## src/rtl/dap_pkg.sv

```systemverilog
// ----------------------------------------------------------------------------
// dap_pkg
// Shared widths, constants and types for the distance attenuate and pan block.
// ----------------------------------------------------------------------------
package dap_pkg;

    localparam int DEF_SAMPLE_BITS     = 16;
    localparam int DEF_COORD_FRAC_BITS = 16;

    localparam int COORD_W   = 32;
    localparam int EAR_W     = 16;
    localparam int DIFF_W    = COORD_W + 1;
    localparam int SQ_W      = 2 * DIFF_W;
    localparam int DP_W      = DIFF_W + EAR_W;
    localparam int DOT_W     = DP_W + 2;
    localparam int DMAG_W    = DOT_W - 1;
    localparam int D2_W      = 64;
    localparam int LEN_W     = 32;
    localparam int DIV_W     = LEN_W + 2;
    localparam int ATT_W     = 31;
    localparam int RQ_W      = 30;
    localparam int GAIN_W    = 16;
    localparam int ROOT_STEPS  = 32;
    localparam int RECIP_STEPS = 30;
    localparam int DIV_STEPS   = 15;

    localparam logic [ATT_W-1:0]  ATT_ONE = ATT_W'(1) << 30;
    localparam logic [GAIN_W-1:0] C_ONE   = GAIN_W'(16384);

    // Side information that rides along the root and divide sections
    typedef struct packed {
        logic              zero;   // source at the receiver: mute
        logic              near;   // d2 within unit distance: full gain
        logic              dneg;   // sign of the dot product
        logic [DMAG_W-1:0] dmag;   // magnitude of the dot product
    } side_t;

endpackage

```

## src/rtl/dap_div.sv

```systemverilog
// ----------------------------------------------------------------------------
// dap_div
// Pan cosine |dot| / (2 len), one quotient bit per stage, clamped to one,
// then registered left and right pan gains.
// ----------------------------------------------------------------------------
module dap_div import dap_pkg::*;
#(
    parameter int SAMPLE_BITS = DEF_SAMPLE_BITS
)
(
    input  logic                          clk,
    input  logic                          rst_n,
    input  logic                          adv,
    input  logic                          vld_i,
    input  logic signed [SAMPLE_BITS-1:0] ls_i,
    input  logic signed [SAMPLE_BITS-1:0] rs_i,
    input  logic [LEN_W-1:0]              len_i,
    input  logic [ATT_W-1:0]              att_i,
    input  side_t                         side_i,
    output logic                          vld_o,
    output logic signed [SAMPLE_BITS-1:0] ls_o,
    output logic signed [SAMPLE_BITS-1:0] rs_o,
    output logic [ATT_W-1:0]              att_o,
    output logic [GAIN_W-1:0]             gl_o,
    output logic [GAIN_W-1:0]             gr_o
);

    logic                          v   [DIV_STEPS+1];
    logic signed [SAMPLE_BITS-1:0] ls  [DIV_STEPS+1];
    logic signed [SAMPLE_BITS-1:0] rs  [DIV_STEPS+1];
    logic [ATT_W-1:0]              at  [DIV_STEPS+1];
    logic [DMAG_W-1:0]             rem [DIV_STEPS+1];
    logic [DIV_W-1:0]              dv  [DIV_STEPS+1];
    logic [DIV_STEPS-1:0]          q   [DIV_STEPS+1];
    logic                          ovf [DIV_STEPS+1];
    logic                          ng  [DIV_STEPS+1];

    logic                          v0_reg, vg_reg;
    logic signed [SAMPLE_BITS-1:0] ls0_reg, rs0_reg, lsg_reg, rsg_reg;
    logic [ATT_W-1:0]              at0_reg, atg_reg;
    logic [DMAG_W-1:0]             rem0_reg;
    logic [DIV_W-1:0]              dv0_reg;
    logic                          ovf0_reg, ng0_reg;
    logic [GAIN_W-1:0]             gl_reg, gr_reg;
    logic [DIV_W-1:0]              dv_in;
    logic [GAIN_W-1:0]             cm;

    assign dv_in = {1'b0, len_i, 1'b0};

    always_ff @(posedge clk or negedge rst_n)
    begin
        if (!rst_n)
        begin
            v0_reg <= 1'b0;
            vg_reg <= 1'b0;
        end
        else if (adv)
        begin
            v0_reg <= vld_i;
            vg_reg <= v[DIV_STEPS];
        end
    end

    always_ff @(posedge clk)
    begin
        if (adv)
        begin
            ls0_reg  <= ls_i;
            rs0_reg  <= rs_i;
            at0_reg  <= att_i;
            rem0_reg <= side_i.dmag;
            dv0_reg  <= dv_in;
            ng0_reg  <= side_i.dneg;
            // quotient of 2^15 or more clamps regardless of the low bits
            ovf0_reg <= (side_i.dmag >= (DMAG_W'(dv_in) << DIV_STEPS));
        end
    end

    assign v[0]   = v0_reg;
    assign ls[0]  = ls0_reg;
    assign rs[0]  = rs0_reg;
    assign at[0]  = at0_reg;
    assign rem[0] = rem0_reg;
    assign dv[0]  = dv0_reg;
    assign q[0]   = '0;
    assign ovf[0] = ovf0_reg;
    assign ng[0]  = ng0_reg;

    for (genvar k = 0; k < DIV_STEPS; k++)
    begin : g_step
        localparam int J = DIV_STEPS - 1 - k;
        logic [DMAG_W-1:0]             sub;
        logic                          ge;
        logic                          v_reg;
        logic signed [SAMPLE_BITS-1:0] ls_reg, rs_reg;
        logic [ATT_W-1:0]              at_reg;
        logic [DMAG_W-1:0]             rem_reg;
        logic [DIV_W-1:0]              dv_reg;
        logic [DIV_STEPS-1:0]          q_reg;
        logic                          ovf_reg, ng_reg;

        assign sub = DMAG_W'(dv[k]) << J;
        assign ge  = (rem[k] >= sub);

        always_ff @(posedge clk or negedge rst_n)
        begin
            if (!rst_n)
            begin
                v_reg <= 1'b0;
            end
            else if (adv)
            begin
                v_reg <= v[k];
            end
        end

        always_ff @(posedge clk)
        begin
            if (adv)
            begin
                ls_reg  <= ls[k];
                rs_reg  <= rs[k];
                at_reg  <= at[k];
                dv_reg  <= dv[k];
                ovf_reg <= ovf[k];
                ng_reg  <= ng[k];
                rem_reg <= ge ? (rem[k] - sub) : rem[k];
                q_reg   <= q[k] | (DIV_STEPS'(ge) << J);
            end
        end

        assign v[k+1]   = v_reg;
        assign ls[k+1]  = ls_reg;
        assign rs[k+1]  = rs_reg;
        assign at[k+1]  = at_reg;
        assign rem[k+1] = rem_reg;
        assign dv[k+1]  = dv_reg;
        assign q[k+1]   = q_reg;
        assign ovf[k+1] = ovf_reg;
        assign ng[k+1]  = ng_reg;
    end

    assign cm = (ovf[DIV_STEPS] || (GAIN_W'(q[DIV_STEPS]) > C_ONE)) ? C_ONE
                                                                   : GAIN_W'(q[DIV_STEPS]);

    always_ff @(posedge clk)
    begin
        if (adv)
        begin
            lsg_reg <= ls[DIV_STEPS];
            rsg_reg <= rs[DIV_STEPS];
            atg_reg <= at[DIV_STEPS];
            gl_reg  <= ng[DIV_STEPS] ? (C_ONE - cm) : (C_ONE + cm);
            gr_reg  <= ng[DIV_STEPS] ? (C_ONE + cm) : (C_ONE - cm);
        end
    end

    assign vld_o = vg_reg;
    assign ls_o  = lsg_reg;
    assign rs_o  = rsg_reg;
    assign att_o = atg_reg;
    assign gl_o  = gl_reg;
    assign gr_o  = gr_reg;

endmodule

```

## config.mk

```make
export PLATFORM = sky130hd
export DESIGN_NAME = dap_div
export DESIGN_NICKNAME = d
export VERILOG_FILES = /design/src/rtl/dap_pkg.sv /design/src/rtl/dap_div.sv
export SDC_FILE = /design/constraint.sdc
export NUM_CORES = 2
export LEC_CHECK = 0
export ABC_AREA = 1
export BUFFER_PORTS_ARGS = -buffer_cell sky130_fd_sc_hd__buf_2
export CORE_ASPECT_RATIO = 0.5
export CORE_MARGIN = 5
export CORE_UTILIZATION = 60
export CTS_CLUSTER_DIAMETER = 200
export DETAILED_ROUTE_END_ITERATION = 8
export GPL_TIMING_DRIVEN = 0
export PLACE_DENSITY = 0.86
export SYNTH_ARGS = -nofsm -noshare
export SYNTH_HDL_FRONTEND = slang
export SYNTH_SLANG_ARGS = --single-unit
```

## constraint.sdc

```tcl
create_clock -name clk -period 7.5 [get_ports clk]
set_input_delay 1.5 -clock clk [delete_from_list [all_inputs] [get_ports clk]]
set_output_delay 1.5 -clock clk [all_outputs]
set_load 0.05 [all_outputs]
```

* Word-level counts from Yosys, hierarchy flattened
Index checks and enable logic that the tools add are counted.
** Word-level totals
- Bits in writable memories :: 0
- Input port bits :: 152
- Bits in registers :: 2593
- Memories :: 0
- Bits in read-only memories :: 0
- Latch bits :: 0
- Output and inout bits :: 96
** Cells by class
- Bitwise logic cells :: 14
- $mul :: 0
- Add/subtract/negate cells :: 16
- Divide/modulo/power cells :: 0
- Muxes and demuxes :: 17
- Reduce and logical (&&, ||, !) cells :: 1
- Equality and inequality tests :: 0
- $lt $le $gt $ge :: 17
- Shift-type cells :: 0
** Operators with widths (number)
- $mux 50 :: 14
- $ge 50x33->1 :: 1
- $ge 50x34->1 :: 1
- $ge 50x35->1 :: 1
- $ge 50x36->1 :: 1
- $ge 50x37->1 :: 1
- $ge 50x38->1 :: 1
- $ge 50x39->1 :: 1
- $ge 50x40->1 :: 1
- $ge 50x41->1 :: 1
- $ge 50x42->1 :: 1
- $ge 50x43->1 :: 1
- $ge 50x44->1 :: 1
- $ge 50x45->1 :: 1
- $ge 50x46->1 :: 1
- $ge 50x47->1 :: 1
- $ge 50x48->1 :: 1
- $sub 50x34->50 :: 1
- $sub 50x35->50 :: 1
- $sub 50x36->50 :: 1
- $sub 50x37->50 :: 1
- $sub 50x38->50 :: 1
- $sub 50x39->50 :: 1
- $sub 50x40->50 :: 1
- 27 further kinds :: 28

* Longest topological paths before layout
- Depth in word-level cells :: 5
- Mapped depth :: 17
- Depth with buffers taken out :: 16

* Worst setup path before layout
Ideal clock, no wire load.
- Kind :: input to register
- Start point :: input port len_i[7]
- End point :: register ovf0_reg, data pin
- Stages on the path :: 10
- Setup slack :: 4816 ps
- Setup time :: 265 ps
- Data required time :: 7235 ps
- Arrival :: 2419 ps
- Path through :: inv_1 > ha_1 > nand2_1 > inv_1 > o21ai_0 > nand2_1 > o21ai_0 > nand2_1 > nand2_1 > nand4_1
** Between the ends
- Cells in the longest elaborated chain, start to end :: 1
** RTL lines
- start: declaration :: line dap_div.sv:17 : input logic [LEN_W-1:0] len_i,
- $ge 50x48->1 :: line dap_div.sv:75 : ovf0_reg <= (side_i.dmag >= (DMAG_W'(dv_in) << DIV_STEPS));
- end signal: assignment :: line dap_div.sv:75
- end: declaration :: line dap_div.sv:43 : logic ovf0_reg, ng0_reg;
Every way passes these cells.
A chain may end at the register's enable or synchronous reset.

* Worst setup path after layout
- Start point :: input port adv
- End point :: register g_step[13].dv_reg[1], enable pin
** RTL lines
- start: declaration :: line dap_div.sv:13 : input logic adv,
- end signal: assignment :: line dap_div.sv:124 : dv_reg <= dv[k];
- end: declaration :: line dap_div.sv:98 : logic [DIV_W-1:0] dv_reg;
No word-level cell between the ends.

==> run_results.csv <==
group,metric,value,unit
pwr,power,49.1,mW
clock_tree,insertion_delay,0.93,ns
pwr,p_per_area,350,nW/um^2
worst_hold_path,hold_path.class,"flop to flop",
finish,layout_common_cells,"4865 x nand2_1, 2484 x edfxtp_1, 2305 x inv_1",
floorplan,die_h,336,um
finish,drive_above_1_share,0.0565,
floorplan,num_io_pins,248,
pwr,pwr-share-comb,0.362,
status,status,"completed",
floorplan,die_area,223000,um^2
finish,final_common_cell,"nand2_1",
synth,synth_seq_cells,2501,
timing,tightestPinTransition,1.16,ns
clock_tree,htreeDepth,4,
timing,hold_viol_final,0,
synth,synth_area_per_cell,9.25,um^2
synth,ys.warnings.count,0,
clock_tree,numClockSinks,2501,
detailed_routing,ant_nets,0,
timing,rsz0062_at_grt,"no",
pwr,switching_share,0.394,
detailed_routing,wirelength,398000,um
clock_tree,cts_buffer_depth,4,
setup_path,path_class,"input pin to flop",
clock_tree,cts_root_buf,"clkbuf_16",
synth,yosysUniqueCellTypes,52,
setup_path,critPathMaxFanout,201,
finish,largest_register_ffs,700,
floorplan,row_count,119,
clock_tree,path_clk_slew,0.07,ns
synth,ys_seq_area_frac,0.588,
detailed_routing,viasPerCell,5.59,
synth,syn_nets,14477,
detailed_routing,via_count,96672,
timing,setup_viol,0,
clock_tree,cts_tree,"done",
timing,slew_headroom,0.220,
pwr,switchingPower,19.3,mW
detailed_routing,drt-wirelength-per-cell,23.0,um
placement,io_buffers,245,
timing,fmax,204,MHz
grt,grt.overflow.total,0,
timing,finalCritPeriodShare,0.654,
setup_path,start_kind,"input pin",
synth,synth_ff_type,"edfxtp_1",
timing,setup_tns,0,ns
placement,gp_congestion,1.05,
pwr,leakagePower,63.3,nW
clock_tree,cts_setup_buffers,0,
synth,syn_area,128000,um^2
timing,slew_violations,0,
pwr,peakVddDrop,0.000265,V
timing,finClkSkew,0.0747,ns
floorplan,fp.dieW,662,um
clock_tree,ctsHoldBuffers,0,
placement,dp.cells,16901,
floorplan,initial_utilization,0.605,
clock_tree,cts_resized,0,
detailed_routing,drcViolationCount,0,
finish,syn_to_final_growth,9.74,%
synth,synth-edff-count,2484,
detailed_routing,drtIter0Drc,10129,
run,drv_cap,0,
setup_path,crit_arrival,5.43,ns
grt,antenna_found_initial,13,
finish,fin_nets,14955,
placement,dp_hpwl,308000,um
setup_path,required,8.02,ns
synth,synth_cells,13798,
pwr,clkPwrFrac,0.240,
setup_path,crit_path_end_kind,"flop",
grt,grt_pass1_vias,96902,
grt,grt_pass1_wl,587000,um
pwr,seq_power_share,0.398,
timing,fin_crit,4.91,ns
synth,synthArstFlopShare,0.00680,
timing,whs,0.362,ns
finish,nFillCells,16391,
clock_tree,cts-buffers-inserted,216,
detailed_routing,drt-pass1-iter-count,9,
floorplan,core,211000,um^2
pwr,p_int,29.8,mW
grt,grt_max_degree,202,
finish,final_util,0.664,
grt,grt_use_total,0.356,
finish,finalNonFillerCells,17289,
-- power groups by stage --
| stage | combinational [mW] | clock [mW] | sequential, mW |
|---|---|---|---|
| after detailed placement | 17.2 | 0 | 19.7 |
| after floorplan | 11.5 | 0 | 19.1 |
| final | 17.8 | 11.8 | 19.5 |
| after CTS | 17.4 | 11.9 | 19.5 |
| after global placement | 16.9 | 0 | 20.6 |
| after global routing | 19.5 | 12.5 | 19.6 |
-- critical path, cell delays in order --
cell and delay (ns):
buf_12 0.40, buf_16 0.60, buf_16 0.56, buf_16 0.67
buf_16 0.57
-- cell usage after synthesis, types with 51 or more instances --
master / n / area [um^2]
o21ai_0: 212 / 1060
nand3_1: 670 / 3350
o21bai_1: 67 / 503
xor2_1: 239 / 2090
xnor2_1: 51 / 447
edfxtp_1: 2484 / 74600
ha_1: 513 / 6420
nor3_1: 92 / 460
a21oi_1: 498 / 2490
inv_1: 2305 / 8650
nand4_1: 185 / 1160
nand3b_1: 68 / 510
nor2_1: 1157 / 4340
nand2_1: 4865 / 18300
-- cell type report --
type / count / area, um^2 / area share
diodes: 4 / 10.0 / 0.0000715
plain buffers: 113 / 845 / 0.00603
clock buffers: 251 / 5580 / 0.0398
clock inverters: 133 / 1640 / 0.0117
inverters: 2325 / 8730 / 0.0623
multi-input cells: 8859 / 43000 / 0.307
flip-flops and latches: 2501 / 75000 / 0.536
well taps: 2843 / 3560 / 0.0254
repair buffers: 260 / 1650 / 0.0118
-- layer usage --
metal	share of wire	wire, um	track usage
met4	0.10	40100	0.289
met1	0.33	132000	0.374
met3	0.062	24800	0.0484
met5	0.00024	94	0
met2	0.51	201000	0.642
-- path summary, 6_finish.rpt --
| kind | endpoint | cells past startpoint | from | slack, ns |
|---|---|---|---|---|
| worst min register to register | g_step[4].ng_reg | 0 | g_step[3].ng_reg | 0.36 |
| worst min-delay path | g_step[4].ng_reg | 0 | g_step[3].ng_reg | 0.36 |
| worst max-delay path | g_step[13].dv_reg[1] | 5 | adv | 2.59 |
| worst max register to register | g_step[0].rem_reg[39] | 13 | dv0_reg[25] | 3.64 |
| min in group asynchronous | g_step[0].v_reg | 1 | rst_n | 0.52 |
| max in group asynchronous | vld_o | 1 | rst_n | 6.68 |
-- through the flow --
step	cell area [um^2]	setup WS, ns
detailed placement	133000	2.01
global route	140000	2.64
CTS	140000	2.92
floorplan	128000	4.82
finish	140000	2.59
global placement	132000	-32.64
-- logic make-up (layout without fill, tap and decap cells) --
logic type | after synthesis | in the layout | share of synthesized area
AND/OR/NAND/NOR | 7157 | 7157 | 0.227
flip-flops | 2501 | 2501 | 0.588
buffers and inverters | 2438 | 3082 | 0.0750
AO/OA/AOI/OAI | 884 | 884 | 0.0382
adder cells (fa/ha/maj) | 527 | 527 | 0.0525
XOR/XNOR | 290 | 290 | 0.0199
multiplexers | 1 | 1 | 0.0000882
other | 0 | 4 | 0
Power figures use the tool's default switching activity.
