## src/rtl/dap_pkg.sv

```systemverilog
// ----------------------------------------------------------------------------
// dap_pkg
// Shared widths, constants and types for the distance attenuate and pan block.
// ----------------------------------------------------------------------------
package dap_pkg;

    localparam int DEF_SAMPLE_BITS     = 16;
    localparam int DEF_COORD_FRAC_BITS = 16;

    localparam int COORD_W   = 32;
    localparam int EAR_W     = 16;
    localparam int DIFF_W    = COORD_W + 1;
    localparam int SQ_W      = 2 * DIFF_W;
    localparam int DP_W      = DIFF_W + EAR_W;
    localparam int DOT_W     = DP_W + 2;
    localparam int DMAG_W    = DOT_W - 1;
    localparam int D2_W      = 64;
    localparam int LEN_W     = 32;
    localparam int DIV_W     = LEN_W + 2;
    localparam int ATT_W     = 31;
    localparam int RQ_W      = 30;
    localparam int GAIN_W    = 16;
    localparam int ROOT_STEPS  = 32;
    localparam int RECIP_STEPS = 30;
    localparam int DIV_STEPS   = 15;

    localparam logic [ATT_W-1:0]  ATT_ONE = ATT_W'(1) << 30;
    localparam logic [GAIN_W-1:0] C_ONE   = GAIN_W'(16384);

    // Side information that rides along the root and divide sections
    typedef struct packed {
        logic              zero;   // source at the receiver: mute
        logic              near;   // d2 within unit distance: full gain
        logic              dneg;   // sign of the dot product
        logic [DMAG_W-1:0] dmag;   // magnitude of the dot product
    } side_t;

endpackage

```

## src/rtl/dap_scale.sv

```systemverilog
// ----------------------------------------------------------------------------
// dap_scale
// Combines attenuation with the pan gains and scales both samples with
// round to nearest, ties away from zero. Three register stages.
// ----------------------------------------------------------------------------
module dap_scale import dap_pkg::*;
#(
    parameter int SAMPLE_BITS = DEF_SAMPLE_BITS
)
(
    input  logic                          clk,
    input  logic                          rst_n,
    input  logic                          adv,
    input  logic                          vld_i,
    input  logic signed [SAMPLE_BITS-1:0] ls_i,
    input  logic signed [SAMPLE_BITS-1:0] rs_i,
    input  logic [ATT_W-1:0]              att_i,
    input  logic [GAIN_W-1:0]             gl_i,
    input  logic [GAIN_W-1:0]             gr_i,
    output logic                          vld_o,
    output logic signed [SAMPLE_BITS-1:0] lo_o,
    output logic signed [SAMPLE_BITS-1:0] ro_o
);

    localparam int PW = SAMPLE_BITS + ATT_W;
    localparam logic [PW-1:0] HALF = PW'(1) << 29;

    logic [2:0]             v_reg;
    logic [ATT_W-1:0]       gl_reg, gr_reg;
    logic [SAMPLE_BITS-1:0] ml_reg, mr_reg;
    logic                   nl_reg, nr_reg, nl2_reg, nr2_reg;
    logic [PW-1:0]          pl_reg, pr_reg;
    logic [PW-1:0]          sl, sr;
    logic [SAMPLE_BITS-1:0] ul, ur;
    logic signed [SAMPLE_BITS-1:0] lo_reg, ro_reg;
    logic [ATT_W+GAIN_W-1:0] ml_prod, mr_prod;

    always_ff @(posedge clk or negedge rst_n)
    begin
        if (!rst_n)
        begin
            v_reg <= '0;
        end
        else if (adv)
        begin
            v_reg <= {v_reg[1:0], vld_i};
        end
    end

    assign ml_prod = (ATT_W+GAIN_W)'(att_i) * (ATT_W+GAIN_W)'(gl_i);
    assign mr_prod = (ATT_W+GAIN_W)'(att_i) * (ATT_W+GAIN_W)'(gr_i);
    assign sl = pl_reg + HALF;
    assign sr = pr_reg + HALF;
    assign ul = sl[SAMPLE_BITS+29:30];
    assign ur = sr[SAMPLE_BITS+29:30];

    always_ff @(posedge clk)
    begin
        if (adv)
        begin
            gl_reg  <= ml_prod[ATT_W+14:15];
            gr_reg  <= mr_prod[ATT_W+14:15];
            ml_reg  <= ls_i[SAMPLE_BITS-1] ? (SAMPLE_BITS'(0) - ls_i) : ls_i;
            mr_reg  <= rs_i[SAMPLE_BITS-1] ? (SAMPLE_BITS'(0) - rs_i) : rs_i;
            nl_reg  <= ls_i[SAMPLE_BITS-1];
            nr_reg  <= rs_i[SAMPLE_BITS-1];
            pl_reg  <= PW'(ml_reg) * PW'(gl_reg);
            pr_reg  <= PW'(mr_reg) * PW'(gr_reg);
            nl2_reg <= nl_reg;
            nr2_reg <= nr_reg;
            lo_reg  <= nl2_reg ? (SAMPLE_BITS'(0) - ul) : ul;
            ro_reg  <= nr2_reg ? (SAMPLE_BITS'(0) - ur) : ur;
        end
    end

    assign vld_o = v_reg[2];
    assign lo_o  = lo_reg;
    assign ro_o  = ro_reg;

endmodule

```

## config.mk

```make
export PLATFORM = sky130hd
export DESIGN_NAME = dap_scale
export DESIGN_NICKNAME = d
export VERILOG_FILES = /design/src/rtl/dap_pkg.sv /design/src/rtl/dap_scale.sv
export SDC_FILE = /design/constraint.sdc
export NUM_CORES = 2
export LEC_CHECK = 0
export CAP_MARGIN = 25
export CORE_MARGIN = 4
export CORE_UTILIZATION = 40
export DETAILED_ROUTE_END_ITERATION = 8
export DONT_BUFFER_PORTS = 1
export PLACE_DENSITY_LB_ADDON = 0.1
export REMOVE_ABC_BUFFERS = 1
export SKIP_LAST_GASP = 1
export SLEW_MARGIN = 20
export SYNTH_ARGS = -nofsm -noshare
export SYNTH_HDL_FRONTEND = slang
export SYNTH_SLANG_ARGS = --single-unit
```

## constraint.sdc

```tcl
create_clock -name clk -period 7.1 [get_ports clk]
set_input_delay 0.71 -clock clk [delete_from_list [all_inputs] [get_ports clk]]
set_output_delay 0.71 -clock clk [all_outputs]
set_load 0.03 [all_outputs]
```

Word level (Yosys, flattened, before mapping)
Cells that the tools add are included.
{"block": "word_totals", "wordCells": 29, "in_bits": 99, "register_bits": 225}
{"block": "op_classes", "n_mul": 4, "n_mux": 4, "add_sub_neg": 6}
{"cell": "adder 46 x 30 -> 46 bit (second input constant)", "count": 2}
{"cell": "multiplier 16 x 31 -> 46 bit", "count": 2}
{"cell": "multiplier 31 x 16 -> 46 bit", "count": 2}
{"cell": "subtractor 1 x 16 -> 16 bit (first input constant)", "count": 4}
{"cell": "two-way mux 16 bit", "count": 2}
{"cell": "two-way mux 15 bit", "count": 2}

Longest topological paths before layout
{"block": "logic_depth", "word_depth": 3, "depth_mapped": 25, "ltp_nobuf": 23}

Worst setup path after synthesis
No wires, ideal clock.
{"block": "synth_path", "path_type": "input -> register", "startpoint": "in gr_i[1]", "endpoint": "reg gr_reg[19] (data pin)", "t_arrival_ns": 6.275, "path_stages": 22, "path_slack_ns": 0.565, "setup_ns": 0.260, "path_buffers": 2, "path_cell_list": "clkbuf_1 > clkbuf_1 > nand2_1 > fa_1 > fa_1 > fa_1 > inv_1 > fa_1 > fa_1 > inv_1 > fa_1 > inv_1 > ha_1 > and3_1 > nand2_1 > nor3b_1 > a2bb2oi_2 > a21oi_1 > a211oi_2 > o31ai_1 > a21oi_1 > xnor2_1"}
{"block": "synth_via", "elab_chain_cells": 1}
{"item": "start: declaration", "line_no": "dap_scale.sv:19", "text": "input logic [GAIN_W-1:0] gr_i,"}
{"item": "multiplier 31 x 16 -> 46 bit", "line_no": "dap_scale.sv:51", "text": "assign mr_prod = (ATT_W+GAIN_W)'(att_i) * (ATT_W+GAIN_W)'(gr_i);"}
{"item": "named net mr_prod[34]", "line_no": "dap_scale.sv:36", "text": "logic [ATT_W+GAIN_W-1:0] ml_prod, mr_prod;"}
{"item": "end signal: assignment", "line_no": "dap_scale.sv:62", "text": "gr_reg <= mr_prod[ATT_W+14:15];"}
{"item": "end: declaration", "line_no": "dap_scale.sv:29", "text": "logic [ATT_W-1:0] gl_reg, gr_reg;"}
The timed path passes the listed nets, and every way through them passes these cells.
A chain may end at the register's enable or synchronous reset.

Worst setup path after layout
{"block": "layout_path", "startpoint": "reg ml_reg[4]", "endpoint": "reg pl_reg[44] (data pin)"}
{"block": "layout_via", "elab_chain_cells": 1}
{"item": "start: declaration", "line_no": "dap_scale.sv:30", "text": "logic [SAMPLE_BITS-1:0] ml_reg, mr_reg;"}
{"item": "start signal: assignment", "line_no": "dap_scale.sv:63", "text": "ml_reg <= ls_i[SAMPLE_BITS-1] ? (SAMPLE_BITS'(0) - ls_i) : ls_i;"}
{"item": "multiplier 16 x 31 -> 46 bit", "line_no": "dap_scale.sv:67", "text": "pl_reg <= PW'(ml_reg) * PW'(gl_reg);"}
{"item": "end signal: assignment", "line_no": "dap_scale.sv:67"}
{"item": "end: declaration", "line_no": "dap_scale.sv:32", "text": "logic [PW-1:0] pl_reg, pr_reg;"}
Every way passes these cells.

==> reports/summary.md <==
- 0.460 — Slew Limit Headroom
- 0.23 ns — reg2reg setup slack
- 2 — maximum clock path buffer count
- 0 — hold violation total from the final report
- 7 — number of optimization iterations in the first detailed-route pass
- ls_i[0] — critical hold path startpoint
- 0.0745 — Seq/Total Area, Yosys
- 0 — post-detailed-route count of antenna-violating nets
- 303000 um — global-route wire length before repair
- 0.223 — total track usage
- 6 — number of buffers and inverters on the critical path
- 188000 um — Total Routed Length
- sky130_fd_sc_hd__fa_1, sky130_fd_sc_hd__inv_1, sky130_fd_sc_hd__ha_1 — dominant cells by area after synthesis
- sky130_fd_sc_hd__fa_1 — biggest area consumer among synthesized cells
- 0.837 — placer's final routability congestion estimate
- 17 — clock buffer count from CTS
- 23 — Worst Reg2Reg Path Length in Cells
- 80 — number of distinct library cell variants in the gate-level netlist after synthesis
- false — RSZ-0062 raised after global routing
- register — category of the worst setup path capture point
- 167 — Clock Sinks
- 150 — number of core rows
- 0.10 ns — clock slew at the register clock pins of the worst setup and hold paths
- pl_reg[44] — Worst R2R End
- 67100 sq um — post-synthesis cell area
- sky130_fd_sc_hd__inv_1, sky130_fd_sc_hd__fa_1, sky130_fd_sc_hd__nand2_1, sky130_fd_sc_hd__and2_1, sky130_fd_sc_hd__ha_1 — leading cell types in the layout, fill and taps excluded
- 0 — final routed DRC violation total
- 7402 — post-synthesis cell count
- 0.54 ns — insertion delay of the later-clocked pin in the worst-skew pair
- 0.60 ns — Worst path max stage delay
- 0.479 — proportion of netlist area held by the largest area contributor
- 0 — Synth warnings
- ml_reg[0] — WHS Endpoint
- 12 — maximum net fanout on the critical path
- register to register — category of the critical setup timing path
- 0.810 ns — slew at the pin closest to its max-slew limit
- 0.967 — final worst path period share
- 16700 — fillers
- 0.146 GHz — achievable clock frequency
- input pin to register — worst hold path type
- 145000 um — sum of net half-perimeters after detailed placement
- 4 — H-tree levels
- adder cells — Top delay family on crit path
- 0 — worst hold path cell count
- 54200 sq um — area of the multi-input gates
- sky130_fd_sc_hd__clkbuf_16 — Clk Tree Root Cell
- 5.03 — average vias per placed instance
- register — startpoint type of the worst setup path
- completed — result of the run
- 19.9 um — average detailed-routed wire length per instance
- 168 — pin count of the biggest net entering global routing
- 8 — antenna violations before repair
- 52100 — number of global-route vias before repair
- 0.0311 ns — worst clock skew on the final layout
- 174000 sq um — die area
- 6.87 ns — clock period minus worst slack
- 5000 sq um — sequential cell area in the final layout
- ml_reg[4] — source of the worst register-to-register timing path
- 9.07 sq um — Synth Area per Inst
- 0 ns — post-route setup TNS
- sky130_fd_sc_hd__fa_1 — cell type with the highest occurrence count on the critical path
- sky130_fd_sc_hd__edfxtp_1 — critical-path cell with the highest stage delay
- sky130_fd_sc_hd__inv_1 — most frequent standard cell in the layout excluding fill and tap cells
- 0 — Pins Over Slew Limit
- 2343 — Iter 0 DRT Violations
- 167000 sq um — Core Area
- sky130_fd_sc_hd__edfxtp_1 — main flop type after synthesis
- 5.26% — layout-stage area growth over the synthesis result
- 418 um — Die Ht
- 7.35 ns — Worst EP required
- 164 — number of flops mapped to enable cells by yosys
- 0 — final setup vio count
- 0.0328 — share of cells above drive strength 1
- 47500 — vias after detailed routing
- 418 um — die width
- 0 — number of port buffers
- buf_4 -> and2_1 -> fa_1 -> inv_1 -> fa_1 -> fa_1 -> inv_1 -> fa_1 -> fa_1 -> inv_1 -> fa_1 -> inv_1 -> ha_1 -> a21oi_1 -> o21ai_0 -> a2111oi_0 -> o31a_1 -> o21ai_1 -> buf_4 -> a31oi_1 -> o21ai_1 -> a221oi_2 -> o22ai_1 — cells along the critical path
- 0 — Max Cap Viol
- 7.12 ns — Crit path arrival time
- 0 — overall overflow remaining after global route
- 9370 — total number of nets in the final design
- 167 — Seq cells post-synth
- 132 — I/O pin count
- 0.0180 — post-synthesis async set-or-reset flop share
- 0.402 — initial core utilization
- built — clock tree from TritonCTS
==> what timing repair did <==
action	CTS	global route
buffers inserted	0	15
endpoints found under the setup margin	0	7
hold buffers	1	0
endpoints found under the hold margin	3	0
resized for setup	0	0
==> metrics by stage <==
| stage | hold slack, ns | utilization | setup slack (ns) | std cells | instance area (sq um) |
|---|---|---|---|---|---|
| after CTS | 0.232 | 0.422 | 0.108 | 9411 | 70500 |
| after global placement | 0.405 | 0.418 | 0.107 | 9377 | 69900 |
| final | 0.285 | 0.423 | 0.234 | 9434 | 70700 |
| after detailed placement | 0.405 | 0.418 | 0.110 | 9378 | 69900 |
| after floorplan | 0.400 | - | 0.907 | 7021 | 65700 |
| after global routing | 0.237 | 0.423 | 0.00536 | 9433 | 70700 |
==> routing by layer <==
| layer | share of wire | track usage | wire, um | vias to the layer above |
|---|---|---|---|---|
| met5 | 0.00031 | 0.00250 | 58 | - |
| met4 | 0.017 | 0.0409 | 3270 | 2 |
| met3 | 0.052 | 0.0308 | 9700 | 147 |
| met2 | 0.46 | 0.362 | 86100 | 1155 |
| met1 | 0.47 | 0.324 | 89000 | 24900 |
| li1 | - | - | - | 21300 |
==> cells by family after synthesis <==
group           share of synthesized area
xor+xnor                           0.0250
buf+inv                             0.119
compound gates                     0.0445
mux                               0.00158
simple gates                        0.171
flops                              0.0745
fa+ha+maj                           0.564
==> layout make-up <==
class,instances,area share
Clock buffer,19,0.00627
Tap cell,2204,0.0390
Multi-Input combinational cell,5107,0.766
Clock inverter,13,0.00193
Sequential cell,167,0.0707
Timing Repair Buffer,169,0.0229
Antenna cell,8,0.000283
Inverter,1747,0.0928
==> synthesized netlist by cell type, types with 4 or more instances <==
master	count
sky130_fd_sc_hd__a2111oi_0	4
sky130_fd_sc_hd__a211o_1	6
sky130_fd_sc_hd__a211oi_1	11
sky130_fd_sc_hd__a21boi_0	6
sky130_fd_sc_hd__a21o_1	83
sky130_fd_sc_hd__a21oi_1	127
sky130_fd_sc_hd__a221oi_1	6
sky130_fd_sc_hd__a31oi_1	15
sky130_fd_sc_hd__and2_1	776
sky130_fd_sc_hd__and3_1	23
sky130_fd_sc_hd__and4_1	13
sky130_fd_sc_hd__buf_2	7
sky130_fd_sc_hd__clkbuf_1	371
sky130_fd_sc_hd__edfxtp_1	164
sky130_fd_sc_hd__fa_1	1608
sky130_fd_sc_hd__ha_1	454
sky130_fd_sc_hd__inv_1	1747
sky130_fd_sc_hd__mux2_2	5
sky130_fd_sc_hd__mux2i_1	5
sky130_fd_sc_hd__nand2_1	1305
sky130_fd_sc_hd__nand2b_1	18
sky130_fd_sc_hd__nand3_1	47
sky130_fd_sc_hd__nand3b_1	4
sky130_fd_sc_hd__nand4_1	44
sky130_fd_sc_hd__nor2_1	73
sky130_fd_sc_hd__nor2b_1	19
sky130_fd_sc_hd__nor3_1	26
sky130_fd_sc_hd__nor3b_1	5
sky130_fd_sc_hd__nor4b_1	4
sky130_fd_sc_hd__o211ai_1	12
sky130_fd_sc_hd__o21a_1	17
sky130_fd_sc_hd__o21ai_0	86
sky130_fd_sc_hd__o21ai_1	6
sky130_fd_sc_hd__o21bai_1	19
sky130_fd_sc_hd__o31a_1	5
sky130_fd_sc_hd__o31ai_1	9
sky130_fd_sc_hd__or2_2	5
sky130_fd_sc_hd__or3_1	15
sky130_fd_sc_hd__xnor2_1	132
sky130_fd_sc_hd__xor2_1	60
==> worst max path at each step <==
stage | to | cells after the start | start
6_report | pl_reg[44] | 23 | ml_reg[4]
5_1_grt | pl_reg[44] | 22 | ml_reg[10]
4_1_cts | pr_reg[44] | 23 | mr_reg[1]
3_5_place_dp | pr_reg[44] | 23 | mr_reg[1]
3_3_place_gp | pr_reg[44] | 23 | mr_reg[1]
2_1_floorplan | pl_reg[44] | 20 | ml_reg[7]
Power is left out: the tool's default activity adds up to more than one toggle a clock period on the data nets, which glitch-free logic cannot reach.
